==> config.mk <==
export PLATFORM = sky130hd
export DESIGN_NAME = extended_gcd_coefficients_flat
export DESIGN_NICKNAME = d
export VERILOG_FILES = /design/src/rtl/egcd_pkg.sv /design/src/rtl/egcd_if.sv /design/src/rtl/egcd_div.sv /design/src/rtl/egcd_dp.sv /design/src/rtl/egcd_ctrl.sv /design/src/rtl/extended_gcd_coefficients.sv /design/src/flat_wrapper.sv
export SDC_FILE = /design/constraint.sdc
export NUM_CORES = 2
export LEC_CHECK = 0
export BUFFER_PORTS_ARGS = -buffer_cell sky130_fd_sc_hd__buf_2
export CELL_PAD_IN_SITES_DETAIL_PLACEMENT = 1
export CELL_PAD_IN_SITES_GLOBAL_PLACEMENT = 1
export CORE_ASPECT_RATIO = 0.6
export CORE_MARGIN = 1
export CORE_UTILIZATION = 30
export DETAILED_ROUTE_END_ITERATION = 7
export GPL_ROUTABILITY_DRIVEN = 0
export PLACE_DENSITY_LB_ADDON = 0.1
export SLEW_MARGIN = 20
export SYNTH_ARGS = -nofsm -noshare
export SYNTH_HDL_FRONTEND = slang
export SYNTH_SLANG_ARGS = --single-unit
==> constraint.sdc <==
create_clock -name i_clk -period 9.9 [get_ports i_clk]
set_clock_uncertainty 0.15 [all_clocks]
set_input_delay 1.485 -clock i_clk [delete_from_list [all_inputs] [get_ports i_clk]]
set_output_delay 1.485 -clock i_clk [all_outputs]
set_load 0.03 [all_outputs]
==> src/rtl/egcd_pkg.sv <==
// ============================================================================
// egcd_pkg: shared types and constants for the extended GCD coefficient unit
// Holds the data width, the controller state encoding and the command and
// status groups exchanged between controller and datapath.
// ============================================================================
package egcd_pkg;

    localparam int DATA_WIDTH = 32;
    localparam int DIV_CNT_W  = $clog2(DATA_WIDTH + 1);

    typedef enum logic [2:0] {
        ST_IDLE,
        ST_CHECK,
        ST_DIV,
        ST_DIV_WAIT,
        ST_MUL_S,
        ST_MUL_T,
        ST_UPDATE,
        ST_FINISH
    } t_egcd_state;

    typedef struct packed {
        logic load;       // capture operands, set up iteration
        logic start_div;  // launch divider on |old_r| / |r|
        logic take_q;     // latch signed quotient and remainder
        logic mul_s;      // product <= q * s
        logic mul_t;      // new s <= old_s - product, product <= q * t
        logic update;     // shift remainder and coefficient pairs
        logic store_out;  // load output register
    } t_egcd_cmd;

    typedef struct packed {
        logic zero_case;  // an operand was zero
        logic rem_zero;   // current remainder r is zero
        logic div_done;   // divider result available
        logic out_free;   // output register can take a result
    } t_egcd_status;

endpackage

==> src/rtl/egcd_if.sv <==
// ============================================================================
// egcd_req_if / egcd_rsp_if: request and result channels
// Valid/ready channels; a request moves on a clock edge with both high.
// ============================================================================
interface egcd_req_if;
    logic                                      valid;
    logic                                      ready;
    logic signed [egcd_pkg::DATA_WIDTH-1:0]    first_value;
    logic signed [egcd_pkg::DATA_WIDTH-1:0]    second_value;

    modport source (output valid, output first_value, output second_value, input ready);
    modport sink   (input valid, input first_value, input second_value, output ready);
endinterface

interface egcd_rsp_if;
    logic                                      valid;
    logic                                      ready;
    logic signed [egcd_pkg::DATA_WIDTH-1:0]    first_coefficient;
    logic signed [egcd_pkg::DATA_WIDTH-1:0]    second_coefficient;

    modport source (output valid, output first_coefficient, output second_coefficient,
                    input ready);
    modport sink   (input valid, input first_coefficient, input second_coefficient,
                    output ready);
endinterface

==> src/rtl/egcd_div.sv <==
// ============================================================================
// egcd_div: iterative unsigned divider
// Restoring division, one quotient bit per cycle.
// ============================================================================
module egcd_div (
    input  logic                            i_clk,
    input  logic                            i_rst_n,
    input  logic                            i_start,
    input  logic [egcd_pkg::DATA_WIDTH-1:0] i_num,
    input  logic [egcd_pkg::DATA_WIDTH-1:0] i_den,
    output logic                            o_done,
    output logic [egcd_pkg::DATA_WIDTH-1:0] o_quot,
    output logic [egcd_pkg::DATA_WIDTH-1:0] o_rem
);
    localparam int W  = egcd_pkg::DATA_WIDTH;
    localparam int CW = egcd_pkg::DIV_CNT_W;

    logic                           r_busy;
    logic                           r_done;
    logic [CW-1:0]                  r_cnt;
    logic [W-1:0]                   r_rem;
    logic [W-1:0]                   r_quo;   // dividend bits shift out, quotient in
    logic [W-1:0]                   r_den;
    logic [W+1:0]                   trial;

    assign trial = {1'b0, r_rem, r_quo[W-1]} - {2'b00, r_den};

    always_ff @(posedge i_clk) begin
        if (!i_rst_n) begin
            r_busy <= 1'b0;
            r_done <= 1'b0;
            r_cnt  <= '0;
        end else if (i_start) begin
            r_busy <= 1'b1;
            r_done <= 1'b0;
            r_cnt  <= CW'(W);
        end else if (r_busy) begin
            r_cnt <= r_cnt - 1'b1;
            if (r_cnt == CW'(1)) begin
                r_busy <= 1'b0;
                r_done <= 1'b1;
            end
        end
    end

    always_ff @(posedge i_clk) begin
        if (i_start) begin
            r_rem <= '0;
            r_quo <= i_num;
            r_den <= i_den;
        end else if (r_busy) begin
            if (!trial[W+1]) begin
                r_rem <= trial[W-1:0];
                r_quo <= {r_quo[W-2:0], 1'b1};
            end else begin
                r_rem <= {r_rem[W-2:0], r_quo[W-1]};
                r_quo <= {r_quo[W-2:0], 1'b0};
            end
        end
    end

    assign o_done = r_done;
    assign o_quot = r_quo;
    assign o_rem  = r_rem;

endmodule

==> src/rtl/egcd_dp.sv <==
// ============================================================================
// egcd_dp: extended Euclid datapath
// Remainder and coefficient registers, sign handling around the divider,
// one shared multiplier and the output register.
// ============================================================================
module egcd_dp (
    input  logic                            i_clk,
    input  logic                            i_rst_n,
    input  egcd_pkg::t_egcd_cmd             i_cmd,
    output egcd_pkg::t_egcd_status          o_status,
    input  logic [egcd_pkg::DATA_WIDTH-1:0] i_first_value,
    input  logic [egcd_pkg::DATA_WIDTH-1:0] i_second_value,
    output logic                            o_out_valid,
    input  logic                            i_out_ready,
    output logic [egcd_pkg::DATA_WIDTH-1:0] o_first_coefficient,
    output logic [egcd_pkg::DATA_WIDTH-1:0] o_second_coefficient
);
    localparam int W = egcd_pkg::DATA_WIDTH;

    logic [W-1:0]   r_old_r, r_r, r_old_s, r_s, r_old_t, r_t;
    logic [W-1:0]   r_q, r_rem, r_ns, r_prod;
    logic           r_swapped, r_zero;
    logic           r_out_valid;
    logic [W-1:0]   r_out_x, r_out_y;

    logic           swap_in;
    logic           neg_n, neg_d;
    logic [W-1:0]   mag_n, mag_d;
    logic           div_done;
    logic [W-1:0]   div_quot, div_rem;
    logic [W-1:0]   mul_op;
    logic [W-1:0]   prod_lo;

    assign swap_in = $signed(i_first_value) < $signed(i_second_value);

    assign neg_n = r_old_r[W-1];
    assign neg_d = r_r[W-1];
    assign mag_n = neg_n ? (W'(0) - r_old_r) : r_old_r;
    assign mag_d = neg_d ? (W'(0) - r_r) : r_r;

    egcd_div u_div (
        .i_clk   (i_clk),
        .i_rst_n (i_rst_n),
        .i_start (i_cmd.start_div),
        .i_num   (mag_n),
        .i_den   (mag_d),
        .o_done  (div_done),
        .o_quot  (div_quot),
        .o_rem   (div_rem)
    );

    // only the low word of the product matters, arithmetic wraps
    assign mul_op  = i_cmd.mul_t ? r_t : r_s;
    assign prod_lo = r_q * mul_op;

    // iteration registers
    always_ff @(posedge i_clk) begin
        if (i_cmd.load) begin
            r_zero    <= (i_first_value == '0) || (i_second_value == '0);
            r_swapped <= swap_in;
            r_old_r   <= swap_in ? i_second_value : i_first_value;
            r_r       <= swap_in ? i_first_value : i_second_value;
            r_old_s   <= W'(1);
            r_s       <= '0;
            r_old_t   <= '0;
            r_t       <= W'(1);
        end else if (i_cmd.update) begin
            r_old_r <= r_r;
            r_r     <= r_rem;
            r_old_s <= r_s;
            r_s     <= r_ns;
            r_old_t <= r_t;
            r_t     <= r_old_t - r_prod;
        end
        if (i_cmd.take_q) begin
            // truncating division: quotient sign by xor, remainder follows dividend
            r_q   <= (neg_n ^ neg_d) ? (W'(0) - div_quot) : div_quot;
            r_rem <= neg_n ? (W'(0) - div_rem) : div_rem;
        end
        if (i_cmd.mul_s || i_cmd.mul_t) begin
            r_prod <= prod_lo;
        end
        if (i_cmd.mul_t) begin
            r_ns <= r_old_s - r_prod;
        end
    end

    // output register
    always_ff @(posedge i_clk) begin
        if (!i_rst_n) begin
            r_out_valid <= 1'b0;
        end else if (i_cmd.store_out) begin
            r_out_valid <= 1'b1;
        end else if (i_out_ready) begin
            r_out_valid <= 1'b0;
        end
    end

    always_ff @(posedge i_clk) begin
        if (i_cmd.store_out) begin
            if (r_zero) begin
                r_out_x <= '0;
                r_out_y <= '0;
            end else if (r_swapped) begin
                r_out_x <= r_old_t;
                r_out_y <= r_old_s;
            end else begin
                r_out_x <= r_old_s;
                r_out_y <= r_old_t;
            end
        end
    end

    assign o_status.zero_case = r_zero;
    assign o_status.rem_zero  = (r_r == '0);
    assign o_status.div_done  = div_done;
    assign o_status.out_free  = !r_out_valid || i_out_ready;

    assign o_out_valid          = r_out_valid;
    assign o_first_coefficient  = r_out_x;
    assign o_second_coefficient = r_out_y;

endmodule

==> src/rtl/egcd_ctrl.sv <==
// ============================================================================
// egcd_ctrl: extended Euclid sequencer
// Steps each iteration through divide, two multiply-subtracts and update.
// ============================================================================
module egcd_ctrl (
    input  logic                   i_clk,
    input  logic                   i_rst_n,
    input  logic                   i_in_valid,
    output logic                   o_in_ready,
    input  egcd_pkg::t_egcd_status i_status,
    output egcd_pkg::t_egcd_cmd    o_cmd,
    output egcd_pkg::t_egcd_state  o_state
);
    egcd_pkg::t_egcd_state r_state, n_state;

    always_ff @(posedge i_clk) begin
        if (!i_rst_n) begin
            r_state <= egcd_pkg::ST_IDLE;
        end else begin
            r_state <= n_state;
        end
    end

    always_comb begin
        n_state = r_state;
        unique case (r_state)
            egcd_pkg::ST_IDLE: begin
                if (i_in_valid) n_state = egcd_pkg::ST_CHECK;
            end
            egcd_pkg::ST_CHECK: begin
                if (i_status.zero_case || i_status.rem_zero) n_state = egcd_pkg::ST_FINISH;
                else                                          n_state = egcd_pkg::ST_DIV;
            end
            egcd_pkg::ST_DIV:      n_state = egcd_pkg::ST_DIV_WAIT;
            egcd_pkg::ST_DIV_WAIT: begin
                if (i_status.div_done) n_state = egcd_pkg::ST_MUL_S;
            end
            egcd_pkg::ST_MUL_S:    n_state = egcd_pkg::ST_MUL_T;
            egcd_pkg::ST_MUL_T:    n_state = egcd_pkg::ST_UPDATE;
            egcd_pkg::ST_UPDATE:   n_state = egcd_pkg::ST_CHECK;
            egcd_pkg::ST_FINISH: begin
                if (i_status.out_free) n_state = egcd_pkg::ST_IDLE;
            end
            default:               n_state = egcd_pkg::ST_IDLE;
        endcase
    end

    always_comb begin
        o_cmd      = '0;
        o_in_ready = 1'b0;
        unique case (r_state)
            egcd_pkg::ST_IDLE: begin
                o_in_ready = 1'b1;
                o_cmd.load = i_in_valid;
            end
            egcd_pkg::ST_CHECK:    ;
            egcd_pkg::ST_DIV:      o_cmd.start_div = 1'b1;
            egcd_pkg::ST_DIV_WAIT: o_cmd.take_q    = i_status.div_done;
            egcd_pkg::ST_MUL_S:    o_cmd.mul_s     = 1'b1;
            egcd_pkg::ST_MUL_T:    o_cmd.mul_t     = 1'b1;
            egcd_pkg::ST_UPDATE:   o_cmd.update    = 1'b1;
            egcd_pkg::ST_FINISH:   o_cmd.store_out = i_status.out_free;
            default:               ;
        endcase
    end

    assign o_state = r_state;

endmodule

==> src/rtl/extended_gcd_coefficients.sv <==
// ============================================================================
// extended_gcd_coefficients: Bezout coefficients of two signed operands
// Each Euclid iteration runs one full divider pass, up to ~46 iterations
// at 32 bits. A zero operand skips the division loop.
// Throughput: one request at a time; the next can be taken in the cycle
// after the result is stored. The 1-bit-per-cycle divider dominates.
// A new request is taken while the old result waits in the output register.
// Reset (i_rst_n low, synchronous) idles the sequencer, clears the divider
// and drops the output valid.
// ============================================================================
module extended_gcd_coefficients (
    input  logic              i_clk,
    input  logic              i_rst_n,
    egcd_req_if.sink          i_req,
    egcd_rsp_if.source        o_rsp
);
    // Sequencer and datapath talk only through the command and status groups.
    egcd_pkg::t_egcd_cmd    cmd;
    egcd_pkg::t_egcd_status status;
    egcd_pkg::t_egcd_state  state;
    logic                   in_ready;

    // Controller: one pass per iteration is CHECK, DIV, DIV_WAIT, MUL_S,
    // MUL_T, UPDATE. The loop leaves when the remainder is zero; its
    // magnitude shrinks every pass, so no iteration guard is needed.
    egcd_ctrl u_ctrl (
        .i_clk      (i_clk),
        .i_rst_n    (i_rst_n),
        .i_in_valid (i_req.valid),
        .o_in_ready (in_ready),
        .i_status   (status),
        .o_cmd      (cmd),
        .o_state    (state)
    );

    // Datapath: the operand larger as a signed number becomes the dividend;
    // coefficients are swapped back on output. Zero operands give (0,0).
    egcd_dp u_dp (
        .i_clk                (i_clk),
        .i_rst_n              (i_rst_n),
        .i_cmd                (cmd),
        .o_status             (status),
        .i_first_value        (i_req.first_value),
        .i_second_value       (i_req.second_value),
        .o_out_valid          (o_rsp.valid),
        .i_out_ready          (o_rsp.ready),
        .o_first_coefficient  (o_rsp.first_coefficient),
        .o_second_coefficient (o_rsp.second_coefficient)
    );

    assign i_req.ready = in_ready;

    // A request moves the sequencer out of idle, so ready drops right after.
    a_busy_after_accept: assert property (@(posedge i_clk) disable iff (!i_rst_n)
        (i_req.valid && i_req.ready) |=> !i_req.ready)
        else $error("ready stayed high after a request was taken");

    // A result appears only when the sequencer finished a request.
    a_result_from_finish: assert property (@(posedge i_clk) disable iff (!i_rst_n)
        $rose(o_rsp.valid) |-> $past(cmd.store_out))
        else $error("result valid without a store");

    // Divider done must clear after a launch, so no stale quotient is taken.
    a_div_restart: assert property (@(posedge i_clk) disable iff (!i_rst_n)
        cmd.start_div |=> (!status.div_done && state == egcd_pkg::ST_DIV_WAIT))
        else $error("stale divider result after launch");

endmodule
==> src/flat_wrapper.sv <==
// flat-port wrapper written by rule: the top's interface ports become plain ports
module extended_gcd_coefficients_flat 
  (i_clk, i_rst_n, i_req_valid, i_req_first_value, i_req_second_value, i_req_ready, o_rsp_valid, o_rsp_first_coefficient, o_rsp_second_coefficient, o_rsp_ready);
  egcd_req_if i_req_i ();
  egcd_rsp_if o_rsp_i ();
  input  logic i_clk;
  input  logic i_rst_n;
  input wire logic [$bits(i_req_i.valid)-1:0] i_req_valid;
  input wire logic [$bits(i_req_i.first_value)-1:0] i_req_first_value;
  input wire logic [$bits(i_req_i.second_value)-1:0] i_req_second_value;
  output wire logic [$bits(i_req_i.ready)-1:0] i_req_ready;
  output wire logic [$bits(o_rsp_i.valid)-1:0] o_rsp_valid;
  output wire logic [$bits(o_rsp_i.first_coefficient)-1:0] o_rsp_first_coefficient;
  output wire logic [$bits(o_rsp_i.second_coefficient)-1:0] o_rsp_second_coefficient;
  input wire logic [$bits(o_rsp_i.ready)-1:0] o_rsp_ready;
  assign i_req_i.valid = i_req_valid;
  assign i_req_i.first_value = i_req_first_value;
  assign i_req_i.second_value = i_req_second_value;
  assign i_req_ready = i_req_i.ready;
  assign o_rsp_valid = o_rsp_i.valid;
  assign o_rsp_first_coefficient = o_rsp_i.first_coefficient;
  assign o_rsp_second_coefficient = o_rsp_i.second_coefficient;
  assign o_rsp_i.ready = o_rsp_ready;
  extended_gcd_coefficients u_core (.i_clk(i_clk), .i_rst_n(i_rst_n), .i_req(i_req_i), .o_rsp(o_rsp_i));
endmodule
# --- Word-level counts from Yosys, hierarchy flattened ---
# Cells that the tools add are included.
totals:
  register_bits: 494
  in_bits: 68
  out_inout_bits: 66
  wordCells: 99
classes:
  eq_ne: 11
  bitwise_logic: 2
  multipliers: 1
  addsub: 8
  order_cmp: 1
  n_reduce_logical: 15
  muxes: 37
op_table:
  columns: ["cell", "count"]
  rows:
  - ["$mux 32", 15]
  - ["$sub 1x32->32 const A", 4]
  - ["$logic_not 32->1", 3]
  - ["$sub 32x32->32", 2]
  - ["$sub 33x32->34", 1]
  - ["$lt 32x32->1", 1]
  - ["$mul 32x32->32", 1]
  - ["$mux 31", 1]
  - ["$pmux 3 s8", 1]
  - ["$mux 1", 14]
  - ["$eq 3x3->1 const B", 4]
  - ["$mux 3", 4]
  - ["$mux 6", 2]
  - ["$eq 3x2->1 const B", 2]
  - ["$eq 6x1->1 const B", 1]
  - ["$ne 2x2->1 const B", 3]
  - ["$reduce_bool 2->1", 3]
  - ["$sub 6x1->6 const B", 1]
  - ["$logic_or 1x1->1", 4]
  - ["$eq 3x1->1 const B", 1]
  - ["$logic_not 3->1", 1]
  - ["$reduce_and 3->1", 1]
  - ["$reduce_and 2->1", 1]
  - ["$reduce_or 2->1", 1]
  - ["3 further kinds", 3]

# --- Longest topological paths before layout ---
logic_depth:
  word_depth: 4
  mapped_depth: 29
  mapped_depth_nobuf: 26

# --- Hierarchy ---
# A second synthesis with hierarchy kept.
unflattened:
  hier_cells: 4300
  hier_area_um2: 43007.5
by_module_without_submodules:
  columns: ["mod", "area_per_inst_um2", "cells_each", "n_inst", "seq_area_each_um2"]
  rows:
  - ["egcd_dp", 36862.9, 3699, 1, 10329.9]
  - ["egcd_div", 5860.6, 567, 1, 2722.6]
  - ["egcd_ctrl", 284.0, 34, 1, 60.1]

# --- Least setup slack after synthesis ---
# No wires, ideal clock.
synth_path:
  path_kind: "flip-flop to flip-flop"
  startpoint: "register u_core.u_ctrl.r_state[1], in the netlist u_core.u_ctrl.o_state[1]"
  endpoint: "register u_core.u_dp.r_prod[30], data pin"
  t_arrival_ns: 7.281
  synth_period_minus_slack_ns: 7.688
  required_time_ns: 9.492
  path_slack_ns: 2.212
  path_stages_with_launch: 28
  n_path_buf: 3
  cell_sequence: "dfxtp_1 -> nand3b_1 -> clkbuf_1 -> mux2_2 -> clkbuf_1 -> clkbuf_1 -> and2_1 -> fa_1 -> inv_1 -> fa_1 -> fa_1 -> fa_1 -> inv_1 -> fa_1 -> inv_1 -> fa_1 -> inv_1 -> fa_1 -> fa_1 -> ha_1 -> a21o_1 -> a21o_1 -> a21oi_1 -> nand3b_1 -> o221ai_1 -> o2111ai_1 -> a21oi_1 -> xnor2_1"
synth_via:
  elab_chain_cells: 4
synth_rtl:
  columns: ["element", "line_no", "source"]
  rows:
  - ["from (decl)", "egcd_ctrl.sv:14", "egcd_pkg::t_egcd_state r_state, n_state;"]
  - ["from (signal assigned)", "egcd_ctrl.sv:18", "r_state <= egcd_pkg::ST_IDLE;"]
  - ["from (signal assigned)", "egcd_ctrl.sv:20", "r_state <= n_state;"]
  - ["$eq 3x3->1", "egcd_ctrl.sv:51", "unique case (r_state)"]
  - ["$mux 1", "egcd_ctrl.sv:51", null]
  - ["$mux 32", "egcd_dp.sv:53", "assign mul_op = i_cmd.mul_t ? r_t : r_s;"]
  - ["$mul 32x32->32", "egcd_dp.sv:54", "assign prod_lo = r_q * mul_op;"]
  - ["net u_core.u_dp.prod_lo[30]", "egcd_dp.sv:32", "logic [W-1:0] prod_lo;"]
  - ["to (signal assigned)", "egcd_dp.sv:81", "r_prod <= prod_lo;"]
  - ["to (decl)", "egcd_dp.sv:21", "logic [W-1:0] r_q, r_rem, r_ns, r_prod;"]
# The timed path passes the listed nets, and every way through them passes these cells.
# A chain may end at the register's enable or synchronous reset.

# --- Worst setup path after layout ---
layout_path:
  startpoint: "register u_core.u_ctrl.r_state[1], in the netlist u_core.u_ctrl.o_state[1]"
  endpoint: "register u_core.u_dp.r_prod[29], data pin"
# The elaborated chain is that of the path after synthesis.

==> impl_metrics.json <==
{
  "clk_pin_slew_ns": 0.06,
  "core-area_sq_um": 140000,
  "ys_seq_area_share_pct": 31.0,
  "r2r-end": "u_core.u_dp.r_prod[29]",
  "worstSetupPathType": "reg2reg",
  "drc": 0,
  "grt_antenna_before_repair": 8,
  "die_h_um": 293,
  "port-buffer-count": 133,
  "register_area_sq_um": 13100,
  "syn-num-nets": 5161,
  "synth-async-reset-ratio_pct": 0,
  "detail_route.iter0.violations": 2021,
  "final_nets": 5183,
  "ys_warn_count": 0,
  "setup_viol": 0,
  "p_leak_nw": 20.5,
  "cts_tree": "built",
  "period_needed_ns": 8.71,
  "dp_slack_ns": 1.20,
  "maxSlewHeadroom_pct": 17.7,
  "hold_class": "reg2reg",
  "critPathMaxFanout": 33,
  "hold_viol": 0,
  "startpoint_type": "flop",
  "ant_nets": 0,
  "multiInputGateArea_sq_um": 26600,
  "cts_root_buf": "clkbuf_16",
  "drt-vias-per-instance": 4.86,
  "rows": 106,
  "track_usage_pct": 19.7,
  "seq_power_share_pct": 34.5,
  "dp_hpwl_um": 110000,
  "grt_max_degree": 84,
  "drive_above_1_share_pct": 6.92,
  "crit-reg2reg-launch": "u_core.u_ctrl.o_state[1]",
  "r2r_cells": 26,
  "avgSynthCellArea_sq_um": 9.56,
  "clock.fmax_mhz": 115,
  "clock_latency_ns": 0.66,
  "die_w_um": 487,
  "area_delta_synth_final_pct": 10.5,
  "cts.sinks": 494,
  "groute.layer.met2.usage_pct": 25.2,
  "cap_violations": 0,
  "synthFlopType": "edfxtp_1",
  "first_pass_iters": 6,
  "globalRouteMet1Util_pct": 33.7,
  "fin_ws_ns": 1.19,
  "tightest_slew_ns": 1.22,
  "ys_ff_latch": 494,
  "tns_ns": 0,
  "crit_arrival_ns": 8.96,
  "clk_path_buf_depth": 3,
  "fp.dieArea_sq_um": 143000,
  "numCtsBuffers": 55,
  "p_sw_share_pct": 39.0,
  "worstSetupEndpoint": "u_core.u_dp.r_prod[29]",
  "r2r_slack_ns": 1.19,
  "cts.hold.buffers_added": 0,
  "postCtsSetupBuffers": 0,
  "syn-instance-count": 4428,
  "netlist_area_sq_um": 42400,
  "synth_edf_count": 322,
  "routed_wl_um": 139000,
  "antennaDiodeCount": 0,
  "power_frac_comb_pct": 38.9,
  "switchingPower_mw": 3.15,
  "start_util_pct": 30.3,
  "grt_pass1_wl_um": 213000,
  "ir_worst_vdd_v": 0.000132,
  "htreeDepth": 2,
  "grt_overflow": 0,
  "critPathRequiredTime_ns": 10.15,
  "powerDensity_nw_per_um2": 173,
  "end_kind": "flop",
  "grt_pass1_vias": 32400,
  "use_met3_pct": 3.26,
  "num_vias": 31100,
  "ys_types": 76,
  "crit_start": "u_core.u_ctrl.o_state[1]",
  "ios": 134,
  "min_period_over_period_pct": 88.0,
  "wl_per_cell_um": 21.7,
  "clockPowerShare_pct": 26.7,
  "p_int_mw": 4.94,
  "rsz0062_at_grt": "false",
  "status": "complete, no violations",
  "grt-busiest-layer": "met1",
  "slew_viol_final": 0,
  "postCtsResizedCells": 0,
  "nFillCells": 15900
}
[metrics by stage]
stage	instance area [sq um]	util [%]	total power [mW]	std cells	hold WS, ns
after floorplan	42400	-	4.91	4428	0.258
after global placement	45000	32.2	5.92	6282	0.265
after detailed placement	45000	32.2	5.95	6283	0.269
after CTS	46800	33.5	8.17	6387	0.285
after global routing	46800	33.5	8.65	6387	0.297
final	46800	33.5	8.09	6387	0.283
[cells in the mapped netlist, types with 17 or more instances]
library cell	instances	area, sq um
clkbuf_1	179	672
mux2_2	29	327
mux2i_1	136	1360
ha_1	254	3180
nand2b_1	28	175
fa_1	411	8230
nor2_1	183	687
or3_1	27	169
xnor2_1	202	1770
nand3_1	133	666
a21o_1	42	315
nor3_1	40	200
nand2_1	601	2260
inv_1	523	1960
o21ai_0	223	1120
nor2b_1	30	188
o41ai_1	18	158
o31ai_1	40	300
o21a_1	31	233
nor4_1	29	181
o21bai_1	17	128
edfxtp_1	322	9670
dfxtp_1	172	3440
and2_1	313	1960
xor2_1	81	709
a21oi_1	155	776
a211oi_1	19	143
buf_1	19	71.3
[layer usage]
layer  vias up  share of wire [%]
li1      14700                  -
met1     15800                 58
met2       472                 36
met3        75                4.7
met4         0               0.99
met5         -                  0
[power groups by stage]
stage               Combinational [mW]  Clock [mW]  Sequential [mW]
global route                      3.52        2.31             2.82
finish                            3.15        2.16             2.79
detailed placement                3.12           0             2.83
floorplan                         2.19           0             2.72
CTS                               3.14        2.24             2.79
global placement                  3.09           0             2.83
[layout by cell type, fill, tap and decap left out, drive strengths merged, types with 27 or more instances in the layout]
master    n
nand2b   28
o21a     31
nand2   601
xor2     81
inv     527
or3      27
ha      254
fa      411
mux2     29
a21oi   155
buf     172
xnor2   202
nor2    183
nor4     30
mux2i   136
nor3     41
nor2b    30
o21ai   226
a21o     42
dfxtp   172
edfxtp  322
and2    313
o31ai    41
clkbuf   68
nand3   133
[how the worst min path moves through the flow]
stage                               startpoint                  end  slack (ns)  cells past startpoint
after floorplan            u_core.u_dp.r_ns[0]   u_core.u_dp.r_s[0]        0.26                      2
after global placement     u_core.u_dp.r_ns[3]   u_core.u_dp.r_s[3]        0.26                      2
after detailed placement  u_core.u_dp.r_ns[19]  u_core.u_dp.r_s[19]        0.27                      2
after CTS                 u_core.u_dp.r_ns[19]  u_core.u_dp.r_s[19]        0.28                      2
after global routing       u_core.u_dp.r_ns[2]   u_core.u_dp.r_s[2]        0.30                      2
final                     u_core.u_dp.r_ns[10]  u_core.u_dp.r_s[10]        0.28                      2
[worst max-delay path, cell delays in order, from the launching register on]
cell	delay, ns
dfxtp_1	0.31
buf_4	0.17
nand3b_1	0.12
buf_4	0.48
mux2_2	0.63
and2_1	0.28
fa_1	0.53
inv_1	0.05
fa_1	0.51
fa_1	0.47
fa_1	0.56
inv_1	0.05
ha_1	0.30
ha_1	0.30
fa_1	0.50
fa_1	0.45
ha_1	0.39
o2111ai_1	0.24
nor3_1	0.08
a211oi_1	0.47
o21ai_0	0.30
a22o_1	0.34
o2111ai_1	0.25
a21oi_1	0.12
o21a_1	0.18
nor2_1	0.11
xnor2_1	0.07
[final cells by class]
class	count	share of cell area [%]
Multi-Input combinational cell	3204	56.8
Clock inverter	36	0.778
Inverter	523	4.20
Tap cell	1890	5.05
Timing Repair Buffer	172	2.09
Sequential cell	494	28.0
Clock buffer	68	3.09
[state kept, by name (all words and copies together) (netlist names), 3 cells and up]
name	cells
u_core.u_ctrl.o_state	3
u_core.u_dp.o_first_coefficient	32
u_core.u_dp.o_second_coefficient	32
u_core.u_dp.r_ns	32
u_core.u_dp.r_old_r	32
u_core.u_dp.r_old_s	32
u_core.u_dp.r_old_t	32
u_core.u_dp.r_prod	32
u_core.u_dp.r_q	32
u_core.u_dp.r_r	32
u_core.u_dp.r_rem	32
u_core.u_dp.r_s	32
u_core.u_dp.r_t	32
u_core.u_dp.u_div.o_quot	32
u_core.u_dp.u_div.o_rem	32
u_core.u_dp.u_div.r_cnt	6
u_core.u_dp.u_div.r_den	32
[kinds of logic (layout without fill, tap and decap cells)]
logic type | after synthesis | count (layout) | share of synthesized area (%)
AOI/OAI and AO/OA | 634 | 634 | 9.20
adders and majority gates | 665 | 665 | 26.9
buffers and inverters | 730 | 799 | 6.50
and+or+nand+nor | 1457 | 1457 | 16.6
DFF | 494 | 494 | 31.0
xor gates and xnor gates | 283 | 283 | 5.85
muxes | 165 | 165 | 3.99
(Power assumes the default switching activity.)
